--- config.mk ---
export PLATFORM = sky130hd
export DESIGN_NAME = svmlr_mul
export DESIGN_NICKNAME = d
export VERILOG_FILES = /design/src/hdl/svmlr_mul.sv
export SDC_FILE = /design/constraint.sdc
export NUM_CORES = 2
export LEC_CHECK = 0
export BUFFER_PORTS_ARGS = -buffer_cell sky130_fd_sc_hd__buf_2
export CORE_AREA = 2 2 331 333
export CTS_CLUSTER_DIAMETER = 120
export DETAILED_ROUTE_END_ITERATION = 7
export DIE_AREA = 0 0 333 335
export GPL_TIMING_DRIVEN = 0
export PLACE_DENSITY = 0.67
export RECOVER_POWER = 50
export SYNTH_ARGS = -nofsm -noshare
export SYNTH_HDL_FRONTEND = slang
export SYNTH_SLANG_ARGS = --single-unit
--- constraint.sdc ---
create_clock -name clk -period 9.4 [get_ports clk]
set_input_delay 1.88 -clock clk [delete_from_list [all_inputs] [get_ports clk]]
set_output_delay 1.88 -clock clk [all_outputs]
set_load 0.05 [all_outputs]
--- src/hdl/svmlr_mul.sv ---
// Shared signed multiplier with a registered product.
// No dependencies.
module svmlr_mul #(
    parameter int OW = 34
) (
    input  logic                   clk,
    input  logic signed [OW-1:0]   a,
    input  logic signed [OW-1:0]   b,
    output logic signed [2*OW-1:0] p
);
    always_ff @(posedge clk)
    begin
        p <= a * b;
    end
endmodule

# Word level (Yosys, flattened, before mapping)
# Index checks and enable logic that the tools add are counted.
[totals]
ramBits = 0
regBits = 68
latch_bits = 0
output_inout_bits = 68
memories = 0
word_cells = 2
input_bits = 69
romBits = 0
[op_classes]
add_sub_neg = 0
order_cmp = 0
n_bitwise = 0
multipliers = 1
reduce_logical = 0
n_div = 0
n_eq_ne = 0
muxes = 0
shift = 0
[op_table]
columns = ["cell", "count"]
rows = [
  ["$mul A34 B34 Y68", 1],
]

# Longest topological paths before layout
[depth]
ltp_word = 1
mapped_depth = 31
depth_no_buf = 29

# Worst setup path after synthesis
# OpenSTA, ideal clock, no wires.
[synth_path]
path_kind = "in2reg"
startpoint = "in a[33]"
endpoint = "reg p[65]"
t_required_ns = 9.328
arrival_ns = 9.298
cell_stages = 24
setup_ns = 0.072
slack_ns = 0.030
n_path_buf = 2
path_cell_list = "clkbuf_1 -> nand2_1 -> inv_1 -> fa_1 -> fa_1 -> fa_1 -> fa_1 -> inv_1 -> fa_1 -> fa_1 -> fa_1 -> fa_1 -> inv_1 -> ha_1 -> clkdlybuf4s50_2 -> nand3_1 -> or2_2 -> nor2_1 -> a221oi_1 -> o21ai_0 -> a31oi_2 -> nor2_2 -> o41ai_2 -> xnor2_1"
[synth_via]
elab_chain_len = 1
[synth_rtl]
columns = ["item", "line", "text"]
rows = [
  ["start: declaration", "7", "input logic signed [OW-1:0] a,"],
  ["$mul A34 B34 Y68", "13", "p <= a * b;"],
  ["end signal: assignment", "13", ""],
  ["end: declaration", "9", "output logic signed [2*OW-1:0] p"],
]
# No other way between the ends.

# Worst setup path after layout
[layout_path]
startpoint = "in a[25]"
endpoint = "reg p[64]"
# The elaborated chain is that of the path after synthesis.

==> summary.md <==
| Metric | Value |
|---|---|
| Status | `finished, violations left` |
| Failing checks | `negative setup slack` |
| Height of the die | `335 um` |
| CTS Root Cell | `clkbuf_16` |
| Max-slew violation count | `0` |
| Via count of the routed design | `between 30000 and 40000` |
| Overall global routing resource usage | `approximately 30%` |
| # fillers | `10500` |
| Routed WL | `approximately 160000 um` |
| Vias in the first global route | `~36000` |
| Syn_nets | `~6100` |
| Area occupied by multi-input gates | `between 0.03 and 0.04 mm2` |
| Most frequent cells in the layout | `1228 x inv_1, 1218 x fa_1, 619 x and2_1` |
| Core ar. | `~0.11 mm2` |
| Dpl cells | `about 6100` |
| Area Overhead vs Synth | `11.4%` |
| CP Max Fanout | `10` |
| Share of cells above drive strength 1 | `9.27%` |
| # rows | `approximately 120` |
| Post-synth cell types | `between 60 and 70` |
| Top reg by flops | `p` |
| Worst EP arrival | `approximately 9700 ps` |
| Total CTS buffers | `9` |
| Final HPWL DP | `between 100000 and 150000 um` |
| Mapped cell area | `0.0430 mm2` |
| Final ANT Viol Nets | `0` |
| CP startpoint kind | `input pin` |
| Hold depth | `2` |
| Syn avg cell area | `9.45 um2` |
| Max FFs per register | `68` |
| Final Instance Count excl. Fillers | `6183` |
| Vias per cell | `between 5 and 6` |
| Post-synth EDFFs | `0` |
| Post-synthesis sequential area ratio | `roughly 3.2%` |
| Nets@finish | `approximately 6300` |
| Port Buffers | `130` |
| DR WL/cell | `approximately 26 um` |
| CTS HTree Levels | `3` |
| Hold Crit Start | `a[0]` |
| Setup crit end kind | `register` |
| Pre-CTS setup slack | `-2420 ps` |
| Slew @ Worst Pin | `~1200 ps` |
| Initial Utilization | `approximately two fifths` |
| Biggest regs | `p x68` |
| Clock tree buffer depth | `2` |
| Seq cells post-synth | `a little under 70` |
| Min cycle time layout | `around 9400 ps` |
| Setup Crit Path Kind | `input pin to register` |
| Die area | `between 0.1 and 0.15 mm2` |
| Most common cell after layout, fill and taps aside | `inv_1` |
| Synth async-reset ratio | `0%` |
| Fin crit share | `100%` |
| Initial DRC count | `between 3000 and 4000` |
| Seq. cell area | `about 0.0014 mm2` |
| Largest net degree at the start of global routing | `17` |
| Die width | `between 300 and 400 um` |
| Final Setup Violations | `1` |
| Yosys Warn Count | `0` |
| CTS Sinks | `about 70` |
| First-pass GRT wire length | `239000 um` |
| Top FF cell, synth | `dfxtp_1` |
| Clock slew at reported path FFs | `approximately 60 ps` |
| Min-Delay Path Class | `input pin to register` |
| Data required, critical path | `slightly below 10000 ps` |
| Post-CTS Hold Buffers | `0` |
| Synth Instances | `between 4000 and 5000` |
| Final hold slack | `approximately 1900 ps` |
| WHS Endpoint | `p[0]$_DFF_P_` |
| Fmax | `around 110 MHz` |
| First-pass iteration count of the detailed router | `6` |
| CTS tree | `done` |
| Final hold violation count | `0` |
| Max-cap violations | `0` |
| Unrepaired setup endpoints after global routing | `true` |
| I/O pin cnt | `137` |
| Post-route setup slack | `-16.6 ps` |
| Gr ovfl total | `0` |
| Initial antenna violation count | `25` |
| Slew headroom | `between 15 and 20%` |
| Final GP Congestion | `~1.1` |
| DRC | `0` |
## Yosys cell counts (11+ instances only)
cell	instances	area share, %
a21o_1	37	0.65
a21oi_1	61	0.71
and2_1	621	9.0
clkbuf_1	214	1.9
dfxtp_1	68	3.2
fa_1	1241	58
ha_1	204	5.9
inv_1	1231	11
nand2_1	542	4.7
nand2b_1	20	0.29
nand3_1	11	0.13
nand4_1	11	0.16
nor2_1	54	0.47
o21ai_0	31	0.36
o21bai_1	12	0.21
xnor2_1	56	1.1
xor2_1	23	0.47
## metrics by stage
stage               TNS (ps)  area (um2)  utilization (%)
CTS                    -56.6       47600             44.0
detailed placement    -67200       45400             42.0
global route            -617       47900             44.3
global placement      -63270       45400             42.0
finish                 -16.6       47900             44.4
floorplan                  0       43000                -
## layer usage
layer  vias up  track usage, %  part of all wire, %
li1      13200               -                    -
met1     17000            37.0                   37
met2      2055            45.1                   44
met3       507            10.7                   13
met4        22            16.4                  6.6
met5         -               0                 0.12
## cell type report
cell class | instances | share of cell area (%)
buffer | 223 | 4.57
inverter | 1232 | 9.66
tap | 1414 | 3.69
timing repair buffer | 191 | 2.44
clock buffer | 9 | 0.470
sequential | 68 | 2.84
clock inverter | 7 | 0.157
antenna | 13 | 0.0678
multi-input combinational | 3026 | 76.1
## kinds of logic (layout without fill, tap and decap cells)
kind of cell	after synthesis	in the layout	synth area share, %
xor+xnor	79	79	1.61
simple gates	1296	1296	15.4
fa+ha+maj	1445	1445	63.7
flops	68	68	3.16
buf+inv	1460	1662	12.8
other cells	0	13	0
compound gates	206	206	3.35
## worst max-delay path, stage by stage
cell and delay [ps]:
clkbuf_4 210, buf_8 200, and2_1 220, fa_1 500
inv_1 50, fa_2 620, inv_1 90, fa_1 500
inv_1 60, fa_2 450, fa_1 570, inv_1 60
fa_2 520, fa_1 520, inv_1 50, fa_2 560
inv_1 80, ha_4 320, nand2_1 120, o41ai_4 740
a21o_1 220, nand2_2 60, nand4b_1 350, a21bo_2 280
a21o_4 170, a311oi_2 100, xnor2_1 160
## how the worst max path moves through the flow
stage | startpoint | end | slack (ps) | cells past startpoint
finish | a[25] | p[64]$_DFF_P_ | -20 | 27
global route | b[1] | p[64]$_DFF_P_ | -120 | 29
CTS | b[1] | p[64]$_DFF_P_ | -60 | 30
detailed placement | b[5] | p[67]$_DFF_P_ | -2420 | 26
global placement | b[5] | p[67]$_DFF_P_ | -2300 | 26
floorplan | a[33] | p[65]$_DFF_P_ | 30 | 24
## repair_timing
action,4_1_cts,5_1_grt
pin swaps,24,29
setup buffers,42,20
endpoints found under the setup margin,38,22
gates resized for setup,454,168
Power is left out: the tool's default activity adds up to more than one toggle a clock period on the data nets, which glitch-free logic cannot reach.
