===== src/hdl/svmlr_pkg.sv =====
// Shared types, codes, constants and the 2^-k/16 table for the SVM predictor.
// No dependencies; svm_linear_rbf_predict, svmlr_div and svmlr_checker import this package.
package svmlr_pkg;

    localparam int MAX_DIM_DEF     = 256;
    localparam int MAX_VECTORS_DEF = 64;
    localparam int PADDR_W         = 5;

    localparam logic [30:0] GAMMA_RESET     = 31'd65536;
    localparam logic [8:0]  DIM_COUNT_RESET = 9'd256;
    localparam logic [16:0] LOG2E_Q16       = 17'd94548;
    localparam logic [24:0] EXP_T_CAP       = 25'h100_0000;
    localparam logic signed [63:0] F_MAX    = 64'sd2147483647;
    localparam logic signed [63:0] F_MIN    = -64'sd2147483648;

    typedef enum logic [1:0] {
        CMD_WEIGHT  = 2'd0,
        CMD_SUPPORT = 2'd1,
        CMD_ALPHA   = 2'd2,
        CMD_FEATURE = 2'd3
    } cmd_t;

    typedef enum logic [2:0] {
        REG_KERNEL_MODE     = 3'd0,
        REG_BIAS            = 3'd1,
        REG_SIGMOID_SLOPE   = 3'd2,
        REG_SIGMOID_OFFSET  = 3'd3,
        REG_KERNEL_GAMMA    = 3'd4,
        REG_VECTOR_COUNT    = 3'd5,
        REG_DIMENSION_COUNT = 3'd6
    } reg_idx_t;

    typedef enum logic [4:0] {
        ST_INIT, ST_IDLE,
        ST_LIN_RD, ST_LIN_MUL, ST_LIN_ACC,
        ST_RBF_RD, ST_RBF_SQ, ST_RBF_ACC,
        ST_GAM_LO, ST_GAM_HI, ST_GAM_SUM,
        ST_EXP_U, ST_EXP_SEG, ST_EXP_V,
        ST_ALPHA_MUL, ST_ALPHA_ACC,
        ST_BIAS, ST_SIG_MUL, ST_SIG_Z,
        ST_DIV_GO, ST_DIV_WAIT, ST_OUT, ST_FCLR
    } state_t;

    typedef struct packed {
        logic [1:0]         cmd;
        logic [5:0]         vector_index;
        logic [7:0]         dim_index;
        logic signed [31:0] value;
        logic               last;
    } item_t;

    typedef struct packed {
        logic [15:0]        score;
        logic               label_positive;
        logic signed [31:0] decision_value;
    } result_t;

    typedef struct packed {
        logic busy;
        logic done;
    } div_status_t;

    // round(65536 * 2^(-k/16)), k = 0..16
    function automatic logic [16:0] pow2_neg(input logic [4:0] k);
        logic [16:0] v;
        case (k)
            5'd0:    v = 17'd65536;
            5'd1:    v = 17'd62757;
            5'd2:    v = 17'd60097;
            5'd3:    v = 17'd57549;
            5'd4:    v = 17'd55109;
            5'd5:    v = 17'd52773;
            5'd6:    v = 17'd50535;
            5'd7:    v = 17'd48393;
            5'd8:    v = 17'd46341;
            5'd9:    v = 17'd44376;
            5'd10:   v = 17'd42495;
            5'd11:   v = 17'd40693;
            5'd12:   v = 17'd38968;
            5'd13:   v = 17'd37316;
            5'd14:   v = 17'd35734;
            5'd15:   v = 17'd34219;
            default: v = 17'd32768;
        endcase
        return v;
    endfunction

endpackage


===== src/hdl/svmlr_div.sv =====
// Restoring divider, one quotient bit per cycle.
// Depends on svmlr_pkg for the status struct.
module svmlr_div #(
    parameter int NW = 33,
    parameter int DW = 18
) (
    input  logic                     clk,
    input  logic                     rst_n,
    input  logic                     start,
    input  logic [NW-1:0]            num,
    input  logic [DW-1:0]            den,
    output logic [NW-1:0]            quo,
    output svmlr_pkg::div_status_t   status
);
    import svmlr_pkg::*;

    localparam int CW = $clog2(NW + 1);

    logic [NW-1:0] num_reg;
    logic [DW-1:0] den_reg;
    logic [DW-1:0] rem_reg;
    logic [CW-1:0] cnt_reg;
    logic          busy_reg;
    logic          done_reg;
    logic [DW:0]   rem_sh;
    logic [DW:0]   rem_sub;
    logic          ge;

    always_comb
    begin
        rem_sh  = {rem_reg, num_reg[NW-1]};
        ge      = rem_sh >= {1'b0, den_reg};
        rem_sub = rem_sh - {1'b0, den_reg};
    end

    always_ff @(posedge clk or negedge rst_n)
    begin
        if (!rst_n)
        begin
            busy_reg <= 1'b0;
            done_reg <= 1'b0;
            cnt_reg  <= '0;
            num_reg  <= '0;
            den_reg  <= '0;
            rem_reg  <= '0;
        end
        else if (start)
        begin
            num_reg  <= num;
            den_reg  <= den;
            rem_reg  <= '0;
            cnt_reg  <= CW'(NW);
            busy_reg <= 1'b1;
            done_reg <= 1'b0;
        end
        else if (busy_reg)
        begin
            num_reg <= {num_reg[NW-2:0], ge};
            rem_reg <= ge ? rem_sub[DW-1:0] : rem_sh[DW-1:0];
            cnt_reg <= cnt_reg - 1'b1;
            if (cnt_reg == CW'(1))
            begin
                busy_reg <= 1'b0;
                done_reg <= 1'b1;
            end
        end
        else
        begin
            done_reg <= 1'b0;
        end
    end

    assign quo         = num_reg;
    assign status.busy = busy_reg;
    assign status.done = done_reg;
endmodule


===== config.mk =====
export PLATFORM = sky130hd
export DESIGN_NAME = svmlr_div
export DESIGN_NICKNAME = d
export VERILOG_FILES = /design/src/hdl/svmlr_pkg.sv /design/src/hdl/svmlr_div.sv
export SDC_FILE = /design/constraint.sdc
export NUM_CORES = 1
export LEC_CHECK = 0
export BUFFER_PORTS_ARGS = -buffer_cell sky130_fd_sc_hd__buf_4
export CAP_MARGIN = 20
export CORE_ASPECT_RATIO = 0.9
export CORE_MARGIN = 3
export CORE_UTILIZATION = 50
export DETAILED_ROUTE_END_ITERATION = 16
export PLACE_DENSITY = 0.81
export SYNTH_ARGS = -nofsm -noshare
export SYNTH_HDL_FRONTEND = slang
export SYNTH_SLANG_ARGS = --single-unit

===== constraint.sdc =====
create_clock -name clk -period 3.65 [get_ports clk]
set_input_delay 0.73 -clock clk [delete_from_list [all_inputs] [get_ports clk]]
set_output_delay 0.73 -clock clk [all_outputs]
set_load 0.03 [all_outputs]

After elaboration in Yosys (flattened, before gate mapping)
Cells that the tools add are included.

Memory bits (read-only): 0. Bits in latches: 0. Word-level logic and storage cells: 25. Bits of input ports: 54. Flip-flop bits (word level): 77. Bits in writable memories: 0. Memories: 0. Output and inout bits: 35.

Reductions and logical operators: 1. Add/subtract/negate cells: 2. Shift operators: 0. Eq/ne operators: 2. Multiply operators: 0. Magnitude comparators: 1. Mux-type cells: 13. Bitwise gates (word level): 0. Div/mod/pow operators: 0.

Operator list (count): $mux 33 (2); $mux 18 (3); $ge 19x18->1 (1); $sub 18x18->18 (1); $mux 6 (2); $eq 6x1->1 const B (1); $mux 1 (6); $sub 6x1->6 const B (1); $ne 3x2->1 const B (1); $reduce_bool 2->1 (1).

Logic depth before layout (Yosys ltp)
Gate-level depths: netlist (run 1).

Word-level depth: 4. Gate-level depth with buffers: 10. Depth with buffers taken out: 10.

Worst setup path after synthesis (run 1)
OpenSTA, ideal clock, no wires.

Path kind: flip-flop to flip-flop. From: reg num_reg[32] (netlist: quo[32]). To: reg rem_reg[10]. Arrival time: 2.478 ns. Cell stages (with the launch flop): 11. Period minus slack after synthesis: 2.577 ns. Required time: 3.551 ns. Setup slack: 1.073 ns. Setup time: 0.099 ns. Path buffers: 0. Cell sequence: dfrtp_1 inv_1 ha_1 inv_1 fa_1 a211oi_1 o21ai_0 a221oi_1 xnor2_1 o21ai_2 a311oi_1.

Word-level cells in the longest chain between the ends: 4. Elaborated cells on any way between the ends: 5. Those cells by class: 1 x add/sub; 1 x order compare; 3 x mux.

Ends and longest elaborated chain: start, declared (RTL line svmlr_div.sv:19) `logic [NW-1:0] num_reg;`; start signal, assigned (RTL line svmlr_div.sv:49) `num_reg <= num;`; start signal, assigned (RTL line svmlr_div.sv:58) `num_reg <= {num_reg[NW-2:0], ge};`; $sub 18x18->18 / $ge 19x18->1 (equally long branches) (RTL line svmlr_div.sv:33, svmlr_div.sv:32); $mux 18 * (RTL line svmlr_div.sv:59) `rem_reg <= ge ? rem_sub[DW-1:0] : rem_sh[DW-1:0];`; $mux 18 * (RTL line svmlr_div.sv:56) `else if (busy_reg)`; $mux 18 * (RTL line svmlr_div.sv:47) `else if (start)`; end signal, assigned (RTL line svmlr_div.sv:59); end, declared (RTL line svmlr_div.sv:21) `logic [DW-1:0] rem_reg;`.

Mark *: on every way between the ends. The rest lies on a longest branch, timed or not. The select of a mux whose other input is x is not followed. A chain may end at the register's enable or synchronous reset.

Worst setup path in the final report (run 1)
Same ends and word-level chain as after synthesis.

==> results of run 1 <==
critical path, cell delays in order (launching register included):
cell	delay, ns
dfrtp_1	0.43
inv_1	0.07
ha_1	0.16
inv_1	0.05
fa_1	0.41
a211oi_1	0.46
o21ai_0	0.25
a221oi_1	0.39
xnor2_1	0.18
o21ai_2	0.07
a311oi_1	0.26
metrics by stage:
stage	util	std cells	power, mW
2_1_floorplan	-	504	2.39
3_3_place_gp	0.609	684	2.77
3_5_place_dp	0.609	684	2.80
4_1_cts	0.636	700	3.56
5_1_grt	0.636	700	3.79
6_report	0.636	700	3.56
cells in the final DEF, fill, tap and decap left out, drive strengths merged, types with 4 or more instances in the layout:
cell type and instances:
dfrtp 77, nand3 15, buf 93, or3 4
o31ai 5, a31oi 6, inv 29, a311oi 9
nand2 63, clkbuf 10, ha 20, o21a 5
o21ai 64, nand4 4, xnor2 13, and3 4
mux2i 32, a211oi 7, nand2b 4, nor3 4
a21oi 18, a21o 9, nor3b 7, nor2 29
o211ai 11, nor4 5
worst max-delay path by stage:
stage / startpoint / end / cells past startpoint
finish: quo[32]$_DFFE_PN0P_ / rem_reg[10]$_DFFE_PN0P_ / 10
global route: quo[32]$_DFFE_PN0P_ / rem_reg[10]$_DFFE_PN0P_ / 10
floorplan: quo[32]$_DFFE_PN0P_ / rem_reg[10]$_DFFE_PN0P_ / 10
global placement: quo[32]$_DFFE_PN0P_ / rem_reg[14]$_DFFE_PN0P_ / 10
CTS: quo[32]$_DFFE_PN0P_ / rem_reg[10]$_DFFE_PN0P_ / 10
detailed placement: quo[32]$_DFFE_PN0P_ / rem_reg[10]$_DFFE_PN0P_ / 10
power breakdown:
group | switching [mW] | leakage, nW | internal (mW) | total [mW]
clock | 0.342 | 0.113 | 0.410 | 0.752
combinational | 0.966 | 1.73 | 0.683 | 1.65
sequential | 0.141 | 0.959 | 1.02 | 1.16
total | 1.45 | 2.80 | 2.11 | 3.56
cell type report:
| cell class | instances | area share |
|---|---|---|
| clock buffer | 10 | 0.0246 |
| clock inverter | 6 | 0.0168 |
| inverter | 27 | 0.0181 |
| multi-input combinational | 368 | 0.443 |
| sequential | 77 | 0.344 |
| tap | 119 | 0.0266 |
| timing repair buffer | 93 | 0.127 |
logic make-up after synthesis:
logic type | Yosys count
AO/OA/AOI/OAI | 149
AND/OR/NAND/NOR | 148
flip-flops | 77
buffers and inverters | 59
multiplexers | 34
adder cells (fa/ha/maj) | 21
XOR/XNOR | 16
layer usage:
metal  share of wire  vias to the layer above  GRT usage
li1                -                     1949          -
met1            0.44                     1886      0.301
met2            0.48                      132      0.348
met3           0.055                       23     0.0385
met4           0.023                        0     0.0825
met5               0                        -          0
==> results.toml, run 1 <==
[run_status]
status = "complete, no violations"

[synth]
synth_seq_area_share = 0.414
synth.distinct_cells = 65
synth_warnings = 0
yosysMostFrequentCell = "dfrtp_1"
synth_common_cells = "77 x dfrtp_1, 62 x nand2_1, 56 x o21ai_0, 32 x mux2i_1, 29 x nor2_1"
netlist.area_leader.share = 0.414
async_flop_share = 1.00
muxShareOfSynthArea = 0.0737
synth_compound_area_frac = 0.212
synth_edf_count = 0
synthTopCellsByArea = "dfrtp_1 41%, mux2i_1 6.9%, o21ai_0 6.0%"
syn_nets = 579
synthCells = 504
synth_top_family_by_area = "compound AO/OA/AOI/OAI gates"
yosysTopAreaCell = "dfrtp_1"
synth_top_flop_cell = "dfrtp_1"
synthAdderAreaFrac = 0.0581
yosys.area_share.simple = 0.159
synth_area_mm2 = 0.00465
synth_xor_area_frac = 0.0301
syn_area_per_cell_um2 = 9.24
ys_ff_latch = 77

[final_layout]
seq_area_mm2 = 0.00193
n_antenna_cell = 0
finalNetCount = 651
finalInstanceArea_mm2 = 0.00560
multiInputGateArea_mm2 = 0.00248
drive_gt1_frac = 0.236
largest_reg_flops = 33
nFillCells = 766
area_growth_pct = 20.3

[cts]
clockBufferDepth = 2
cts_tree = "done"
cts_resized = 0
cts_made_buffers = 9
path_clk_slew_ns = 0.08
root_buffer = "clkbuf_8"
clk_latency_ns = 0.36
cts_post_setup_buffers_inserted = 0
htree_levels = 3
cts.sink_count = 77
ctsHoldBuffers = 0

[setup_path]
r2r_setup_slack_ns = 0.80
crit_arrival_ns = 3.11
r2r_cells = 10
cp_max_fo = 4
rr_endpoint = "rem_reg[10]$_DFFE_PN0P_"
worstSetupStartpointType = "flop"
end_kind = "flop"
worstPathRequired_ns = 3.91
rr_startpoint = "quo[32]$_DFFE_PN0P_"
crit_type = "flop to flop"

[route]
routedWlPerCell_um = 16.1
vias_per_cell = 5.70
vias = 3990
drtIter0Drc = 276
drcViolationCount = 0
wl_mm = 11.3
ant_nets = 0
first_pass_iters = 5

[place]
place_ws_ns = 0.917
placed_area_mm2 = 0.00537
port_buffers = 88
globalplace.congestion = 0.952
place_hpwl_mm = 7.80

[sta]
maxSlewHeadroom = 0.348
fmax_mhz = 351
clock_skew_ns = 0.00598
rsz0062_at_grt = "false"
period_minus_slack_ns = 2.85
slew_violations = 0
final.setup.tns_ns = 0
hold_violations = 0
setup_violations = 0
fin_crit_sh = 0.780
fin_ws_ns = 0.804
worst_slew_pin_slew_ns = 0.979
hold_slack_ns = 0.511

[power]
leakage_nw = 2.80
p_per_area_mw_per_mm2 = 636
ir_worst_vdd_uv = 312

[worst_hold_path]
min-delay-path-class = "input pin to asynchronous set/reset pin"

[grt]
grt_pass1_vias = 3904
grt_max_degree = 78
overflow = 0
gr-usage-all-layers = 0.220
antenna_found_initial = 0
grt_pass1_wl_mm = 18.8

[floorplan]
die_x_um = 108
placementRows = 32
initial_core_util = 0.528
core_mm2 = 0.00881
io-pin-count = 89
die_area_mm2 = 0.0105
fp.dieH_um = 97.5

[flow_run]
maxCapViolCount = 0
(Power assumes the default switching activity.)
==> run 2, diff against run 1 <==
--- a/config.mk
+++ b/config.mk
@@ -5,13 +5,14 @@
 export SDC_FILE = /design/constraint.sdc
 export NUM_CORES = 1
 export LEC_CHECK = 0
+export ABC_AREA = 1
 export BUFFER_PORTS_ARGS = -buffer_cell sky130_fd_sc_hd__buf_4
 export CAP_MARGIN = 20
 export CORE_ASPECT_RATIO = 0.9
 export CORE_MARGIN = 3
 export CORE_UTILIZATION = 50
 export DETAILED_ROUTE_END_ITERATION = 16
-export PLACE_DENSITY = 0.81
+export PLACE_DENSITY = 0.84
 export SYNTH_ARGS = -nofsm -noshare
 export SYNTH_HDL_FRONTEND = slang
 export SYNTH_SLANG_ARGS = --single-unit
==> constraint.sdc (replaced) <==
create_clock -name clk -period 2.5 [get_ports clk]
set_input_delay 0.5 -clock clk [delete_from_list [all_inputs] [get_ports clk]]
set_output_delay 0.5 -clock clk [all_outputs]
set_load 0.03 [all_outputs]
==> results.toml, run 2 <==
[setup_path]
crit_type = "flop to flop"
r2r_setup_slack_ns = 0.28
end_kind = "flop"
cp_max_fo = 4
crit_arrival_ns = 2.47
worstSetupStartpointType = "flop"
rr_startpoint = "quo[32]$_DFFE_PN0P_"
worstPathRequired_ns = 2.76
r2r_cells = 14
rr_endpoint = "rem_reg[16]$_DFFE_PN0P_"

[cts]
ctsHoldBuffers = 0
root_buffer = "clkbuf_8"
cts.sink_count = 77
cts_post_setup_buffers_inserted = 0
cts_resized = 0
clockBufferDepth = 2
clk_latency_ns = 0.37
cts_tree = "done"
cts_made_buffers = 9
htree_levels = 3
path_clk_slew_ns = 0.08

[route]
vias_per_cell = 5.23
routedWlPerCell_um = 14.4
drtIter0Drc = 226
wl_mm = 12.0
drcViolationCount = 0
ant_nets = 0
first_pass_iters = 5
vias = 4359

[power]
clockPowerShare = 0.177
ir_worst_vdd_uv = 542
pwr-share-comb = 0.512
p_per_area_mw_per_mm2 = 996
leakage_nw = 3.05
switchingPower_mw = 2.53
p_int_mw = 3.08
seq_power_share = 0.312
switching_share = 0.451

[floorplan]
initial_core_util = 0.529
die_area_mm2 = 0.0105
io-pin-count = 89
core_mm2 = 0.00881
die_x_um = 108
placementRows = 32
fp.dieH_um = 97.6

[sta]
worst_slew_pin_slew_ns = 0.696
rsz0062_at_grt = "false"
period_minus_slack_ns = 2.22
setup_violations = 0
final.setup.tns_ns = 0
maxSlewHeadroom = 0.536
clock_skew_ns = 0.0160
fin_ws_ns = 0.285
slew_violations = 0
fin_crit_sh = 0.886
hold_violations = 0
fmax_mhz = 451
hold_slack_ns = 0.0904

[grt]
antenna_found_initial = 0
grt_pass1_vias = 4434
grt_pass1_wl_mm = 20.2
grt_max_degree = 43
overflow = 0
gr-usage-all-layers = 0.239

[synth]
netlist.area_leader.share = 0.413
ys_ff_latch = 77
syn_area_per_cell_um2 = 7.45
async_flop_share = 1.00
synth_area_mm2 = 0.00466
synth.distinct_cells = 34
synthCells = 626
synthTopCellsByArea = "dfrtp_1 41%, nand2_1 18%, inv_1 6.9%"
yosysTopAreaCell = "dfrtp_1"
syn_nets = 701
yosysMostFrequentCell = "nand2_1"
synth_edf_count = 0
synth_seq_area_share = 0.413
synth_common_cells = "225 x nand2_1, 86 x inv_1, 77 x dfrtp_1, 44 x nand3_1, 23 x o21ai_0"
synth_warnings = 0
synth_top_flop_cell = "dfrtp_1"

[final_layout]
final_util = 0.640
drive_gt1_frac = 0.204
area_growth_pct = 20.8
n_antenna_cell = 0
finalNetCount = 784
largest_reg_flops = 33
final_cell_mix = "225 x nand2_1, 94 x buf_4, 86 x inv_1"
fin_cells = 833
layout_commonest_cell = "nand2_1"

[place]
placed_cells = 817
place_hpwl_mm = 8.83
place_ws_ns = 0.320
globalplace.congestion = 0.945
port_buffers = 88

[run_status]
status = "complete, no violations"

[worst_hold_path]
min-delay-path-class = "input pin to asynchronous set/reset pin"

[flow_run]
maxCapViolCount = 0
==> run 2: cell types whose count changed after synthesis, sizes merged, moves of 7 or more <==
cell,previous run,this run
a311oi,9,0
a21o,9,0
nand3,15,45
a211oi,7,0
o21ai,64,23
nor3b,7,0
o221ai,1,11
nand3b,1,16
nand2,63,238
clkbuf,18,10
inv,27,94
mux2i,32,0
==> run 2: critical path: stages, from the launching register on <==
cell and delay [ns]:
dfrtp_1 0.38, inv_1 0.11, ha_1 0.18, inv_1 0.08
fa_1 0.41, nand3_1 0.10, nand2_1 0.13, nand2_1 0.10
nand2_1 0.11, nand2_1 0.11, nand2_1 0.07, nand2_1 0.08
nand3_1 0.10, nand3_1 0.09, nand2_1 0.05
==> run 2: kinds of logic (layout without fill, tap and decap cells) <==
group,after synthesis,count (layout),synth area share
compound gates,68,68,0.0928
xor+xnor,8,8,0.0150
fa+ha+maj,21,21,0.0580
buf+inv,117,205,0.100
flops,77,77,0.413
simple gates,335,335,0.321
==> run 2: layout make-up <==
type | count | area [um^2]
inverter | 94 | 353
clock buffer | 10 | 138
multi-input combinational | 432 | 2270
fill | 778 | 3170
timing repair buffer | 95 | 726
tap | 119 | 149
clock inverter | 6 | 68.8
sequential | 77 | 1930
==> run 2: power groups by stage <==
| stage | clock, mW | combinational (mW) | sequential [mW] |
|---|---|---|---|
| 2_1_floorplan | 0 | 1.92 | 1.91 |
| 3_3_place_gp | 0 | 2.77 | 1.74 |
| 3_5_place_dp | 0 | 2.85 | 1.76 |
| 4_1_cts | 1.02 | 2.86 | 1.74 |
| 5_1_grt | 1.05 | 3.22 | 1.78 |
| 6_report | 0.992 | 2.87 | 1.75 |
==> run 2: per-layer routing <==
layer / part of all wire / vias up / track usage / routed length [um]
met5: 0 / - / 0 / 0
met4: 0.023 / 0 / 0.0816 / 272
met3: 0.089 / 30 / 0.0870 / 1070
met2: 0.46 / 160 / 0.383 / 5490
met1: 0.43 / 2027 / 0.296 / 5140
li1: - / 2142 / - / -
==> run 2: how the worst max path moves through the flow <==
stage / from / to / cells past startpoint
3_5_place_dp: quo[32]$_DFFE_PN0P_ / rem_reg[16]$_DFFE_PN0P_ / 14
3_3_place_gp: rem_reg[13]$_DFFE_PN0P_ / rem_reg[17]$_DFFE_PN0P_ / 9
2_1_floorplan: quo[32]$_DFFE_PN0P_ / rem_reg[10]$_DFFE_PN0P_ / 14
4_1_cts: quo[32]$_DFFE_PN0P_ / rem_reg[16]$_DFFE_PN0P_ / 14
5_1_grt: quo[32]$_DFFE_PN0P_ / rem_reg[16]$_DFFE_PN0P_ / 14
6_report: quo[32]$_DFFE_PN0P_ / rem_reg[16]$_DFFE_PN0P_ / 14
==> run 2: per-stage QoR <==
step | cell area [um^2] | total power, mW
global placement | 5430 | 4.52
detailed placement | 5430 | 4.61
CTS | 5630 | 5.62
floorplan | 4660 | 3.83
global route | 5630 | 6.06
finish | 5630 | 5.61
